--- src/sv/qti_pkg.sv ---
// Package for the quintic trajectory interpolator: beat types and constants.
// No dependencies.
package qti_pkg;
  localparam int NUM_COORDS          = 6;
  localparam int RATIO_FRAC_BITS_DEF = 16;
  localparam int COORD_W             = 32;
  localparam int DUR_W               = 16;
  localparam int ELAPSED_W           = 17;
  localparam int TOL_W               = 8;

  localparam logic KIND_LOAD = 1'b0;
  localparam logic KIND_TICK = 1'b1;

  typedef struct packed {
    logic              kind;
    logic              restart;
    logic signed [31:0] target_x;
    logic signed [31:0] target_y;
    logic signed [31:0] target_z;
    logic signed [31:0] target_rot_x;
    logic signed [31:0] target_rot_y;
    logic signed [31:0] target_rot_z;
    logic [15:0]       segment_ticks;
  } in_beat_t;

  typedef struct packed {
    logic signed [31:0] pos_x;
    logic signed [31:0] pos_y;
    logic signed [31:0] pos_z;
    logic signed [31:0] pos_rot_x;
    logic signed [31:0] pos_rot_y;
    logic signed [31:0] pos_rot_z;
    logic              moving;
    logic              segment_done;
  } out_beat_t;

  // Controller to datapath commands.
  typedef struct packed {
    logic load;      // capture segment from input beat
    logic div_start; // begin elapsed/duration division
    logic poly_step; // advance polynomial sequence one step
    logic blend_go;  // compute one coordinate
    logic finish;    // advance elapsed, resolve done, fill output
    logic idle_out;  // fill output with held target
  } qti_cmd_t;

  typedef struct packed {
    logic div_busy;
    logic poly_last;
    logic blend_last;
    logic in_motion;
  } qti_sts_t;
endpackage

--- src/sv/qti_datapath.sv ---
// Datapath: pose storage, serial divider, polynomial and blend unit.
// Depends on qti_pkg.
module qti_datapath #(
  parameter int RATIO_FRAC_BITS = qti_pkg::RATIO_FRAC_BITS_DEF
) (
  input  logic                clk,
  input  logic                rst_n,
  input  qti_pkg::in_beat_t   in_beat,
  input  logic [7:0]          tol,
  input  qti_pkg::qti_cmd_t   cmd,
  output qti_pkg::qti_sts_t   sts,
  output qti_pkg::out_beat_t  out_beat
);
  import qti_pkg::*;

  localparam int F    = RATIO_FRAC_BITS;
  localparam int QW   = F + 1;                 // tau, s range 0..2^F
  localparam int NUMW = ELAPSED_W + F;          // dividend width
  localparam int DCW  = $clog2(NUMW + 1);
  localparam int CIW  = (NUM_COORDS > 1) ? $clog2(NUM_COORDS) : 1;
  localparam logic [QW-1:0] ONE_Q = QW'(1) << F;
  localparam int AW   = F + 5;                  // a up to 10*2^F

  logic signed [COORD_W-1:0] start_r  [NUM_COORDS];
  logic signed [COORD_W-1:0] target_r [NUM_COORDS];
  logic signed [COORD_W-1:0] pos_r    [NUM_COORDS];
  logic [ELAPSED_W-1:0] elapsed_r;
  logic [DUR_W-1:0]     dur_r;
  logic                 motion_r;

  // restoring divider
  logic [NUMW-1:0]  quo_r;
  logic [DUR_W:0]   rem_r;
  logic [DCW-1:0]   dcnt_r;
  logic             dbusy_r;
  logic [DUR_W:0]   rem_sh;
  assign rem_sh = {rem_r[DUR_W-1:0], quo_r[NUMW-1]};

  // polynomial sequence registers
  logic [QW-1:0]  tau_r, t2_r, t3_r, s_r;
  logic [AW-1:0]  a_r;
  logic [2:0]     pstep_r;
  logic [CIW-1:0] ci_r;

  logic signed [COORD_W:0]      diff;
  logic signed [COORD_W+QW+1:0] bprod;
  logic signed [COORD_W:0]      bdelta;
  assign diff   = (COORD_W+1)'(target_r[ci_r]) - (COORD_W+1)'(start_r[ci_r]);
  assign bprod  = (COORD_W+QW+2)'(diff) * $signed({1'b0, s_r});
  assign bdelta = (COORD_W+1)'(bprod >>> F);

  logic [ELAPSED_W-1:0] el_inc;
  logic [DUR_W+1:0] lo_v, hi_v;
  logic done_v;
  assign el_inc = (elapsed_r == {ELAPSED_W{1'b1}}) ? elapsed_r : elapsed_r + 1'b1;
  assign lo_v   = (DUR_W+2)'(dur_r) - (DUR_W+2)'(tol);
  assign hi_v   = (DUR_W+2)'(dur_r) + (DUR_W+2)'(tol);
  assign done_v = ($signed({1'b0, el_inc, 1'b0}) > $signed({lo_v, 1'b0})) &&
                  ({1'b0, el_inc} < hi_v);

  always_ff @(posedge clk) begin
    if (!rst_n) begin
      for (int i = 0; i < NUM_COORDS; i++) begin
        start_r[i]  <= '0;
        target_r[i] <= '0;
      end
      elapsed_r <= '0;
      dur_r     <= DUR_W'(1);
      motion_r  <= 1'b0;
      dbusy_r   <= 1'b0;
      dcnt_r    <= '0;
      pstep_r   <= '0;
      ci_r      <= '0;
    end else begin
      if (cmd.load) begin
        for (int i = 0; i < NUM_COORDS; i++)
          start_r[i] <= in_beat.restart ? '0 : target_r[i];
        target_r[0] <= in_beat.target_x;
        target_r[1] <= in_beat.target_y;
        target_r[2] <= in_beat.target_z;
        target_r[3] <= in_beat.target_rot_x;
        target_r[4] <= in_beat.target_rot_y;
        target_r[5] <= in_beat.target_rot_z;
        dur_r     <= (in_beat.segment_ticks == '0) ? DUR_W'(1) : in_beat.segment_ticks;
        elapsed_r <= '0;
        motion_r  <= 1'b1;
      end
      if (cmd.div_start) begin
        quo_r   <= {elapsed_r, F'(0)};
        rem_r   <= '0;
        dcnt_r  <= DCW'(NUMW);
        dbusy_r <= 1'b1;
        pstep_r <= '0;
        ci_r    <= '0;
      end else if (dbusy_r) begin
        // one quotient bit per cycle
        if (rem_sh >= {1'b0, dur_r}) begin
          rem_r <= rem_sh - {1'b0, dur_r};
          quo_r <= {quo_r[NUMW-2:0], 1'b1};
        end else begin
          rem_r <= rem_sh;
          quo_r <= {quo_r[NUMW-2:0], 1'b0};
        end
        dcnt_r <= dcnt_r - 1'b1;
        if (dcnt_r == DCW'(1)) dbusy_r <= 1'b0;
      end
      if (cmd.poly_step) begin
        pstep_r <= pstep_r + 1'b1;
        case (pstep_r)
          3'd0: begin
            tau_r <= (quo_r > NUMW'(ONE_Q)) ? ONE_Q : QW'(quo_r);
          end
          3'd1: t2_r <= QW'(((2*AW)'(tau_r) * (2*AW)'(tau_r)) >> F);
          3'd2: t3_r <= QW'(((2*AW)'(t2_r) * (2*AW)'(tau_r)) >> F);
          3'd3: a_r  <= AW'(6) * AW'(t2_r) + (AW'(10) << F) - AW'(15) * AW'(tau_r);
          3'd4: s_r  <= (((2*AW)'(t3_r) * (2*AW)'(a_r)) >> F) > (2*AW)'(ONE_Q) ?
                        ONE_Q : QW'(((2*AW)'(t3_r) * (2*AW)'(a_r)) >> F);
          default: ;
        endcase
      end
      if (cmd.blend_go) begin
        pos_r[ci_r] <= COORD_W'((COORD_W+1)'(start_r[ci_r]) + bdelta);
        ci_r <= ci_r + 1'b1;
      end
      if (cmd.finish) begin
        elapsed_r <= el_inc;
        if (done_v) motion_r <= 1'b0;
      end
    end
  end

  // output beat register
  always_ff @(posedge clk) begin
    if (cmd.finish) begin
      out_beat.pos_x        <= pos_r[0];
      out_beat.pos_y        <= pos_r[1];
      out_beat.pos_z        <= pos_r[2];
      out_beat.pos_rot_x    <= pos_r[3];
      out_beat.pos_rot_y    <= pos_r[4];
      out_beat.pos_rot_z    <= pos_r[5];
      out_beat.moving       <= ~done_v;
      out_beat.segment_done <= done_v;
    end else if (cmd.idle_out) begin
      out_beat.pos_x        <= target_r[0];
      out_beat.pos_y        <= target_r[1];
      out_beat.pos_z        <= target_r[2];
      out_beat.pos_rot_x    <= target_r[3];
      out_beat.pos_rot_y    <= target_r[4];
      out_beat.pos_rot_z    <= target_r[5];
      out_beat.moving       <= 1'b0;
      out_beat.segment_done <= 1'b0;
    end
  end

  assign sts.div_busy   = dbusy_r;
  assign sts.poly_last  = (pstep_r == 3'd4);
  assign sts.blend_last = (ci_r == CIW'(NUM_COORDS - 1));
  assign sts.in_motion  = motion_r;
endmodule

--- config.mk ---
export PLATFORM = sky130hd
export DESIGN_NAME = qti_datapath
export DESIGN_NICKNAME = d
export VERILOG_FILES = /design/src/sv/qti_pkg.sv /design/src/sv/qti_datapath.sv
export SDC_FILE = /design/constraint.sdc
export NUM_CORES = 2
export LEC_CHECK = 0
export ABC_AREA = 1
export BUFFER_PORTS_ARGS = -buffer_cell sky130_fd_sc_hd__buf_2
export CAP_MARGIN = 20
export CORE_ASPECT_RATIO = 1.25
export CORE_MARGIN = 2
export CORE_UTILIZATION = 46
export DETAILED_ROUTE_END_ITERATION = 12
export PLACE_DENSITY_LB_ADDON = 0.05
export SETUP_SLACK_MARGIN = 0.02
export SLEW_MARGIN = 0
export SYNTH_ARGS = -nofsm -noshare
export SYNTH_HDL_FRONTEND = slang
export SYNTH_SLANG_ARGS = --single-unit
--- constraint.sdc ---
create_clock -name clk -period 16.4 [get_ports clk]
set_clock_uncertainty 0.1 [all_clocks]
set_input_delay 1.64 -clock clk [delete_from_list [all_inputs] [get_ports clk]]
set_output_delay 1.64 -clock clk [all_outputs]
set_load 0.02 [all_outputs]
==> flow_summary.json <==
{
  "cts_max_path_buffers": 3,
  "cts_setup_buffers": 0,
  "vias": 73400,
  "grt_pass1_wl_mm": 464.6,
  "dr.first_iter.drc_count": 5663,
  "netlist.area_leader.share_pct": 28.25,
  "syn-num-nets": 13180,
  "cp.required_ns": 16.68,
  "port_buffers": 422,
  "insertion_delay_ns": 0.80,
  "cp-end-kind": "flop",
  "syn_to_final_growth_pct": 8.751,
  "grt_pass1_vias": 76760,
  "finalHoldWorstSlack_ns": 0.3822,
  "htreeDepth": 3,
  "hold_buffers": 0,
  "hpwl_mm": 241.4,
  "drc": 0,
  "synthFlopType": "edfxtp_1",
  "synth_top_cell_by_area": "edfxtp_1",
  "cts_tree": "done",
  "critical_path.max_fanout": 82,
  "syn-instance-count": 11050,
  "slowest_delay_ns": 0.95,
  "cpMostUsedCell": "nand2_1",
  "rsz0062_at_grt": "false",
  "rows": 188,
  "drive_above_1_share_pct": 7.264,
  "cts_resized": 0,
  "drt_wl_total_mm": 307.1,
  "synth_seq_cells": 958,
  "critPathLaunchType": "flop",
  "cp-endpoint": "pos_r[5][27]",
  "async_flop_share_pct": 0,
  "worst_pin_slew_ns": 1.335,
  "viasPerCell": 5.199,
  "ioPinCount": 424,
  "min_path_cells": 2,
  "overflow": 0,
  "clkTransAtPathRegs_ns": 0.06,
  "grt_max_degree": 112,
  "synth_area_leaders": "edfxtp_1 28%, fa_1 26%, inv_1 11%",
  "synth_most_common_cell": "inv_1",
  "fin_crit_ns": 13.64,
  "place_congestion": 0.9391,
  "synth.distinct_cells": 65,
  "cp_slowest_cell": "xor2_1",
  "finalHoldViolations": 0,
  "cts_sinks": 958,
  "use_met1_pct": 38.12,
  "synthesis.area_sq_mm": 0.09653,
  "placeableCoreArea_sq_mm": 0.2094,
  "crit_arrival_ns": 13.92,
  "antenna_found_initial": 29,
  "yosys-top-cells-count": "2703 x inv_1, 2084 x nand2_1, 1261 x fa_1",
  "fillers": 20250,
  "dieArea_sq_mm": 0.2135,
  "yosysSeqAreaShare_pct": 29.28,
  "relSlewSlack_pct": 10.06,
  "synth-edff-count": 908,
  "start_util_pct": 46.11,
  "top_usage_layer": "met2",
  "ys_warn_count": 0,
  "cts_buffers": 103,
  "die_y_um": 516.2,
  "wl_per_cell_um": 21.75,
  "finalCritPeriodShare_pct": 83.17,
  "die_x_um": 413.7,
  "drv_slew": 0,
  "root_buffer": "clkbuf_16",
  "setup.worst_path.class": "flop to flop",
  "setup_viol": 0,
  "drv_cap": 0,
  "grt_usage_pct": 29.16,
  "ant_nets": 0,
  "met2_usage_pct": 48.15,
  "grt_use_met3_pct": 3.826,
  "r2r_setup_slack_ns": 2.76,
  "fin_nets": 13400,
  "firstDrtPassIters": 6,
  "r2r_cells": 44,
  "hold_class": "flop to flop",
  "fmax_ghz": 0.07331,
  "rr_endpoint": "pos_r[5][27]",
  "status": "finished clean",
  "tns_ns": 0,
  "synth.avg_cell_area_sq_um": 8.737
}
-- worst min path at each step --
stage	from	to	slack, ns
5_1_grt	dcnt_r[3]	dcnt_r[3]	0.40
4_1_cts	elapsed_r[8]	elapsed_r[8]	0.38
6_report	elapsed_r[8]	elapsed_r[8]	0.38
3_3_place_gp	dcnt_r[5]	dcnt_r[5]	0.36
3_5_place_dp	dcnt_r[3]	dcnt_r[3]	0.37
2_1_floorplan	dcnt_r[5]	dcnt_r[5]	0.35
-- worst max-delay path, delay by kind of cell (launching register included) --
kind | cells | cell delay [ns]
xor+xnor | 2 | 1.14
fa+ha+maj | 9 | 4.26
flops | 1 | 0.56
buf+inv | 8 | 2.12
simple gates | 11 | 1.61
compound gates | 14 | 3.35
-- layer usage --
| layer | share of wire, % | wire length, um |
|---|---|---|
| met1 | 41 | 126400 |
| met2 | 47 | 145500 |
| met3 | 6.1 | 18880 |
| met4 | 5.3 | 16320 |
| met5 | 0.026 | 81 |
-- cells by family after synthesis --
kind of cell	count (synthesis)	synth area share, %
fa+ha+maj	1907	34.53
xor+xnor	221	2.052
buf+inv	3164	12.37
simple gates	3533	14.55
flops	958	29.28
compound gates	1265	7.224
-- area by class of cell --
cell class / instances / area (sq um) / share of cell area, %
Multi-Input combinational cell: 6926 / 56420 / 53.74
Sequential cell: 958 / 28270 / 26.93
Inverter: 2735 / 10280 / 9.793
Tap cell: 2755 / 3447 / 3.284
Timing Repair Buffer: 543 / 3099 / 2.952
Clock buffer: 128 / 2691 / 2.564
Clock inverter: 67 / 754.5 / 0.7187
Antenna cell: 6 / 15.01 / 0.01430
-- registers in the layout, summed over array words and instances (netlist names), named ones only --
name,cells
out_beat,194
pos_r,192
start_r,192
target_r,192
quo_r,33
a_r,21
elapsed_r,17
s_r,17
t2_r,17
t3_r,17
tau_r,17
dur_r,16
rem_r,16
dcnt_r,6
ci_r,3
pstep_r,3
dbusy_r,1
motion_r,1
-- cells in the final DEF, fill, tap and decap left out, drive strengths merged, types with 9 or more instances in the layout --
master	n
inv	2728
nand2	2102
fa	1261
nor2	1052
edfxtp	908
ha	646
o21ai	566
buf	542
a21oi	514
nand3	219
xor2	153
clkbuf	129
xnor2	68
clkinv	59
dfxtp	50
nand4	44
nor3	39
a32o	33
or2	32
nor4	29
a21o	25
a31oi	24
o21bai	19
o21a	15
a21boi	15
o31ai	10
bufinv	9
-- per-stage QoR --
stage | setup WS (ns) | instance area [sq um] | std cells | util (%)
after floorplan | 2.813 | 96530 | 11050 | -
after global placement | 2.830 | 101400 | 13910 | 48.43
after detailed placement | 2.849 | 101400 | 13910 | 48.45
after CTS | 2.733 | 104900 | 14110 | 50.09
after global routing | 2.140 | 105000 | 14120 | 50.14
final | 2.760 | 105000 | 14120 | 50.14
Power is left out: the tool's default activity adds up to more than one toggle a clock period on the data nets, which glitch-free logic cannot reach.
