[src/sv/qti_pkg.sv]
// Package for the quintic trajectory interpolator: beat types and constants.
// No dependencies.
package qti_pkg;
  localparam int NUM_COORDS          = 6;
  localparam int RATIO_FRAC_BITS_DEF = 16;
  localparam int COORD_W             = 32;
  localparam int DUR_W               = 16;
  localparam int ELAPSED_W           = 17;
  localparam int TOL_W               = 8;

  localparam logic KIND_LOAD = 1'b0;
  localparam logic KIND_TICK = 1'b1;

  typedef struct packed {
    logic              kind;
    logic              restart;
    logic signed [31:0] target_x;
    logic signed [31:0] target_y;
    logic signed [31:0] target_z;
    logic signed [31:0] target_rot_x;
    logic signed [31:0] target_rot_y;
    logic signed [31:0] target_rot_z;
    logic [15:0]       segment_ticks;
  } in_beat_t;

  typedef struct packed {
    logic signed [31:0] pos_x;
    logic signed [31:0] pos_y;
    logic signed [31:0] pos_z;
    logic signed [31:0] pos_rot_x;
    logic signed [31:0] pos_rot_y;
    logic signed [31:0] pos_rot_z;
    logic              moving;
    logic              segment_done;
  } out_beat_t;

  // Controller to datapath commands.
  typedef struct packed {
    logic load;      // capture segment from input beat
    logic div_start; // begin elapsed/duration division
    logic poly_step; // advance polynomial sequence one step
    logic blend_go;  // compute one coordinate
    logic finish;    // advance elapsed, resolve done, fill output
    logic idle_out;  // fill output with held target
  } qti_cmd_t;

  typedef struct packed {
    logic div_busy;
    logic poly_last;
    logic blend_last;
    logic in_motion;
  } qti_sts_t;
endpackage

[src/sv/qti_ctrl.sv]
// Controller state machine sequencing load, divide, polynomial, blend.
// Depends on qti_pkg.
module qti_ctrl (
  input  logic              clk,
  input  logic              rst_n,
  input  logic              in_valid,
  output logic              in_stall,
  input  logic              in_kind,
  output logic              out_valid,
  input  logic              out_stall,
  input  qti_pkg::qti_sts_t sts,
  output qti_pkg::qti_cmd_t cmd
);
  import qti_pkg::*;

  typedef enum logic [5:0] {
    S_IDLE  = 6'b000001,
    S_DIV0  = 6'b000010,
    S_DIV   = 6'b000100,
    S_POLY  = 6'b001000,
    S_BLEND = 6'b010000,
    S_FIN   = 6'b100000
  } state_t;

  state_t state_r, state_nxt;
  logic   ovalid_r, ovalid_nxt;
  logic   accept;

  // output register can be refilled once the held beat is taken
  assign in_stall  = (state_r != S_IDLE) || (ovalid_r && out_stall);
  assign accept    = in_valid && !in_stall;
  assign out_valid = ovalid_r;

  always_comb begin
    state_nxt  = state_r;
    ovalid_nxt = ovalid_r && out_stall;
    cmd        = '0;
    case (state_r)
      S_IDLE: begin
        if (accept) begin
          if (in_kind == KIND_LOAD) begin
            cmd.load = 1'b1;
          end else if (!sts.in_motion) begin
            cmd.idle_out = 1'b1;
            ovalid_nxt   = 1'b1;
          end else begin
            cmd.div_start = 1'b1;
            state_nxt     = S_DIV0;
          end
        end
      end
      S_DIV0: state_nxt = S_DIV;
      S_DIV:  if (!sts.div_busy) state_nxt = S_POLY;
      S_POLY: begin
        cmd.poly_step = 1'b1;
        if (sts.poly_last) state_nxt = S_BLEND;
      end
      S_BLEND: begin
        cmd.blend_go = 1'b1;
        if (sts.blend_last) state_nxt = S_FIN;
      end
      S_FIN: begin
        if (!ovalid_r) begin
          cmd.finish = 1'b1;
          ovalid_nxt = 1'b1;
          state_nxt  = S_IDLE;
        end
      end
      default: state_nxt = S_IDLE;
    endcase
  end

  always_ff @(posedge clk) begin
    if (!rst_n) begin
      state_r  <= S_IDLE;
      ovalid_r <= 1'b0;
    end else begin
      state_r  <= state_nxt;
      ovalid_r <= ovalid_nxt;
    end
  end
endmodule

[config.mk]
export PLATFORM = sky130hd
export DESIGN_NAME = qti_ctrl
export DESIGN_NICKNAME = d
export VERILOG_FILES = /design/src/sv/qti_pkg.sv /design/src/sv/qti_ctrl.sv
export SDC_FILE = /design/constraint.sdc
export NUM_CORES = 1
export LEC_CHECK = 0
export ABC_AREA = 1
export BUFFER_PORTS_ARGS = -buffer_cell sky130_fd_sc_hd__buf_2
export CORE_AREA = 2 2 39 41
export DETAILED_ROUTE_END_ITERATION = 10
export DIE_AREA = 0 0 41 43
export PLACE_DENSITY = 0.68
export REMOVE_ABC_BUFFERS = 1
export SYNTH_ARGS = -nofsm -noshare
export SYNTH_HDL_FRONTEND = slang
export SYNTH_SLANG_ARGS = --single-unit
[constraint.sdc]
create_clock -name clk -period 1.4 [get_ports clk]
set_clock_uncertainty 0.05 [all_clocks]
set_input_delay 0.21 -clock clk [delete_from_list [all_inputs] [get_ports clk]]
set_output_delay 0.21 -clock clk [all_outputs]
set_load 0.03 [all_outputs]
==> results of run 1 <==
critical path, delay by kind of cell, from the launching register on:
family / cells / cell delay [ns]
buf+inv: 2 / 0.21
flops: 1 / 0.33
simple gates: 6 / 0.56
routing by layer:
layer / up-vias / part of all wire, % / global-route usage (%)
met5: - / 0 / 0
met4: 0 / 2.1 / 12.0
met3: 4 / 3.8 / 1.57
met2: 19 / 54 / 27.8
met1: 267 / 40 / 19.7
li1: 317 / - / -
what timing repair did:
action | CTS | global route
pin swaps | 0 | 15
endpoints found under the setup margin | 7 | 12
buffers inserted | 3 | 7
endpoints found under the hold margin | 0 | 0
resized for setup | 9 | 40
hold buffers | 0 | 0
final cells by class:
cell class | instances | area, µm² | area share, %
repair buffers | 32 | 248 | 28.0
well taps | 16 | 20.0 | 2.27
multi-input cells | 53 | 379 | 42.9
clock buffers | 4 | 26.3 | 2.97
flip-flops and latches | 7 | 146 | 16.6
inverters | 17 | 63.8 | 7.22
worst min-delay path by stage:
| stage | from | endpoint | cells after the start |
|---|---|---|---|
| finish | rst_n | state_r[3] | 3 |
| global route | rst_n | state_r[3] | 3 |
| CTS | rst_n | state_r[4] | 3 |
| detailed placement | rst_n | state_r[3] | 3 |
| global placement | rst_n | state_r[3] | 3 |
| floorplan | rst_n | state_r[3] | 2 |
layout by cell type, fill, tap and decap left out, types with 5 or more instances in the layout:
cell type,instances
buf_2,9
buf_6,8
nor2_1,8
dfxtp_2,5
nor2_4,8
buf_4,15
nand4_1,5
nand2_2,7
inv_2,5
nand2_1,6
inv_1,12
nand3_2,7
flip-flops by register name, indices dropped and copies added, names as in the netlist:
name,flops
out_valid,1
state_r,6
through the flow:
stage	setup slack [ns]	power, µW
global route	-0.298	1510
floorplan	-0.334	763
global placement	0.0286	951
finish	-0.217	1400
CTS	-0.230	1200
detailed placement	-0.00129	960
logic make-up (layout without fill, tap and decap cells):
group | count (synthesis) | count (layout) | share of synthesized area (%)
AOI/OAI and AO/OA | 6 | 6 | 9.98
buffers and inverters | 17 | 53 | 12.7
DFF | 7 | 7 | 27.9
and+or+nand+nor | 47 | 47 | 49.4
power by group:
part           switching [µW]  internal [µW]  leakage [µW]
logic                     504            428      0.000377
clock network            71.7            109     0.0000150
registers                46.1            247     0.0000594
==> run_results.csv, run 1 <==
group,metric,value,unit
critical_path,path_max_fanout,2,
yosys,ys_seq_area_share,27.9,%
final_layout,layout.cells.non_filler,129,
sta,tightest_slew,0.422,ns
yosys,ys_async_sr_fraction,0,%
pwr,powerDensity,1590,nW/µm²
critical_path,start_kind,"flip-flop",
die,die-area,1760,µm²
sta,hold_viol,0,
placed_design,dp_hpwl,898,µm
pwr,p_leak,0.000451,µW
route,antenna_left,0,
critical_path,crit_path_end_kind,"output port",
clocking,cts.htree.levels,1,
die,initial_core_util,36.3,%
critical_path,path_common_cell,"nor2_4",
critical_path,worstSetupStartpoint,"state_r[5]",
critical_path,endpoint,"cmd[5]",
die,rows,14,
yosys,synth.largest_area_cell,"dfxtp_1",
global_route,antenna_found_initial,0,
critical_path,timing.rr.start,"state_r[3]",
global_route,grt_pass1_vias,529,
status,violations,"negative setup slack",
final_layout,drive_above_1_share,65.5,%
yosys,synth_area,502,µm²
die,die_y,43,µm
sta,whs,0.177,ns
placed_design,place_area,647,µm²
job,maxCapViolCount,0,
yosys,ys.flop_type,"dfxtp_1",
die,dieWidth,41,µm
global_route,track_usage,17.2,%
final_layout,fin_area,883,µm²
yosys,syn_avg_cell_area,6.52,µm²
sta,setup_viol,8,
sta,fin_ws,-0.217,ns
route,drc,0,
sta,drv_slew,0,
final_layout,nets,123,
critical_path,worstPathRequired,1.14,ns
global_route,grt_max_degree,9,
sta,fmax,618,MHz
yosys,synth_most_common_cell,"inv_1",
pwr,ir_worst_vdd,0.852,mV
status,status,"finished, violations left",
sta,relSlewSlack,71.9,%
route,via_count,607,
route,viasPerCell,4.71,
placed_design,io_buffers,16,
route,dr.pass1.iters,4,
critical_path,reg2reg_depth,9,
yosys,syn_inst,77,
yosys,synthTopCellsByCount,"inv_1 (17), nor2_1 (13), nand2_1 (10)",
yosys,synth-seq-cells,7,
placed_design,gp_congestion,0.774,
final_layout,fillers,130,
critical_path,critPathMaxStageDelay,0.33,ns
global_route,grt_pass1_wl,2.04,mm
critical_path,crit_path_top_delay_cell,"dfxtp_2",
yosys,synth_top_area_share,27.9,%
sta,tns,-0.945,ns
critical_path,reg2reg_setup_slack,-0.02,ns
critical_path,r2r-end,"state_r[1]",
clocking,cts_sinks,7,
clocking,tritoncts,"built",
clocking,cts_buffer_depth,2,
route,routed_wl,1.41,mm
clocking,clk_pin_slew,0.05,ns
placed_design,dp.cells,115,
sta,rsz0062_at_grt,"true",
final_layout,antenna_cells,0,
global_route,overflow,0,
critical_path,cp_cell_sequence,"nor2_4 > nand2_2 > nor2_4 > nand2_2 > nor2_4 > inv_2 > nor2_1 > buf_4",
route,routedWlPerCell,10.9,µm
clocking,numCtsBuffers,3,
yosys,yosys-top-cells-area,"dfxtp_1 (28%), inv_1 (13%), nor2_1 (9.7%)",
die,ios,17,
clocking,worstSkewPairLatency,0.25,ns
die,core,1380,µm²
route,drt-initial-drc-count,5,
clocking,clockRootBuffer,"clkbuf_4",
yosys,synth_warnings,0,
critical_path,crit_arrival,1.36,ns
critical_path,critPathKind,"reg2out",
min_path,hold_class,"in2reg",
sta,period_share,116,%
final_layout,fin_util,63.8,%
yosys,synth_edf_count,0,
final_layout,areaGrowthSynthToFinish,76.1,%
yosys,synth_cell_types,13,
sta,finalCriticalPeriod,1.62,ns
Power figures use the tool's default switching activity.
==> run 2: changes to the inputs <==
--- a/config.mk
+++ b/config.mk
@@ -10,8 +10,8 @@
 export CORE_AREA = 2 2 39 41
 export DETAILED_ROUTE_END_ITERATION = 10
 export DIE_AREA = 0 0 41 43
+export GPL_TIMING_DRIVEN = 1
 export PLACE_DENSITY = 0.68
-export REMOVE_ABC_BUFFERS = 1
 export SYNTH_ARGS = -nofsm -noshare
 export SYNTH_HDL_FRONTEND = slang
 export SYNTH_SLANG_ARGS = --single-unit
==> run_results.csv, run 2 (same netlist as run 1, synthesis figures left out) <==
group,metric,value,unit
pwr,p_leak,0.000416,µW
clocking,cts_sinks,7,
critical_path,worstSetupStartpoint,"state_r[3]",
die,core,1380,µm²
critical_path,start_kind,"flip-flop",
placed_design,gp_congestion,0.830,
sta,finalCriticalPeriod,1.62,ns
die,die-area,1760,µm²
final_layout,antenna_cells,0,
global_route,grt_max_degree,9,
placed_design,post-place-ws,-0.0168,ns
final_layout,drive_above_1_share,57.9,%
clocking,numCtsBuffers,3,
route,drt-initial-drc-count,6,
final_layout,fillers,130,
global_route,track_usage,16.1,%
clocking,cts.htree.levels,1,
final_layout,final_common_cell,"inv_1",
critical_path,path_common_cell,"nor2_4",
clocking,tritoncts,"built",
sta,tightest_slew,0.338,ns
critical_path,critPathMaxStageDelay,0.33,ns
sta,setup_viol,6,
route,via_count,586,
critical_path,cp_cell_sequence,"nor2_4 > nand2_2 > nor2_4 > nand2_4 > nor2_4 > inv_2 > nor2_4 > buf_6",
final_layout,nets,117,
status,violations,"negative setup slack",
final_layout,register_area,150,µm²
final_layout,areaGrowthSynthToFinish,63.8,%
final_layout,top_register,"state_r",
clocking,cts_buffer_depth,2,
sta,hold_viol,0,
sta,relSlewSlack,77.5,%
pwr,ir_worst_vdd,1.07,mV
final_layout,largest_reg_flops,6,
critical_path,crit_family,"simple AND/OR/NAND/NOR gates",
sta,fin_ws,-0.219,ns
placed_design,io_buffers,16,
die,die_y,43,µm
die,rows,14,
sta,fmax,618,MHz
critical_path,crit_arrival,1.36,ns
global_route,grt_pass1_wl,1.91,mm
critical_path,worstPathRequired,1.14,ns
route,antenna_left,0,
critical_path,crit_path_end_kind,"output port",
global_route,antenna_found_initial,0,
route,drc,0,
sta,drv_slew,0,
route,routedWlPerCell,9.80,µm
die,ios,17,
clocking,postCtsHoldBufs,0,
final_layout,multi_input_area,360,µm²
route,dr.pass1.iters,4,
sta,period_share,116,%
route,routed_wl,1.21,mm
min_path,worstHoldStart,"rst_n",
critical_path,crit_path_top_delay_cell,"dfxtp_2",
pwr,p_total,1320,µW
placed_design,dp_hpwl,913,µm
job,maxCapViolCount,0,
critical_path,timing.rr.start,"state_r[3]",
clocking,worstSkewPairLatency,0.24,ns
final_layout,fin_util,59.4,%
yosys,synth_nets,86,
global_route,grt_pass1_vias,518,
pwr,powerDensity,1610,nW/µm²
min_path,hold_class,"in2reg",
route,viasPerCell,4.76,
critical_path,cp_num_buf_inv,2,
die,dieWidth,41,µm
die,initial_core_util,36.3,%
sta,rsz0062_at_grt,"true",
critical_path,critPathKind,"reg2out",
critical_path,path_max_fanout,2,
final_layout,final_cell_mix,"inv_1 (12), buf_2 (10), nor2_4 (9), nand2_1 (9), buf_4 (9)",
status,status,"finished, violations left",
clocking,clockRootBuffer,"clkbuf_4",
global_route,overflow,0,
clocking,clk_pin_slew,0.05,ns
[run 2: cell types whose count changed in the layout (fill, tap and decap cells not counted), moves of 2 or more]
| cell | previous run | this run |
|---|---|---|
| inv_4 | 0 | 2 |
| nand3_2 | 7 | 3 |
| nand2_2 | 7 | 3 |
| buf_4 | 15 | 9 |
| nand3_1 | 2 | 6 |
| inv_2 | 5 | 3 |
| nand2_1 | 6 | 9 |
[run 2: layout make-up]
| cell class | instances | area share [%] |
|---|---|---|
| inverters | 17 | 8.37 |
| multi-input cells | 53 | 43.8 |
| clock buffers | 4 | 3.20 |
| repair buffers | 26 | 23.9 |
| well taps | 16 | 2.44 |
| flip-flops and latches | 7 | 18.3 |
[run 2: timing repair]
item,in CTS,in global routing
gates resized for setup,9,24
setup endpoints to repair,7,11
buffers inserted,2,1
pin swaps,1,6
[run 2: worst paths after layout]
kind | end | slack [ns] | depth (start not counted)
min reg2reg | state_r[5] | 0.52 | 2
max | cmd[5] | -0.22 | 8
max reg2reg | state_r[0] | 0.02 | 9
min | state_r[3] | 0.18 | 3
[run 2: worst min-delay path: stages]
cell and delay, ns:
buf_2 0.13, nand2_1 0.06, nor2_1 0.03
[run 2: per-stage QoR]
step           std cells  TNS [ns]  instance area [µm²]  hold slack (ns)
4_1_cts              122     -1.16                  753            0.173
5_1_grt              123     -1.33                  822            0.186
6_report             123    -0.722                  822            0.182
2_1_floorplan         77    -0.174                  536            0.273
3_5_place_dp         116   -0.0315                  688            0.438
3_3_place_gp         116         0                  688            0.436
[run 2: layer usage]
| layer | part of all wire, % | global-route usage, % | vias up |
|---|---|---|---|
| met5 | 0 | 0 | - |
| met4 | 1.6 | 14.0 | 0 |
| met2 | 52 | 23.1 | 17 |
| li1 | - | - | 305 |
| met3 | 4.3 | 2.09 | 2 |
| met1 | 42 | 19.8 | 262 |
[run 2: report_power, final]
group	internal, µW	leakage [µW]	switching, µW	total (µW)
Sequential	251	0.0000594	45.5	297
Clock	108	0.0000150	67.0	175
Combinational	377	0.000342	473	850
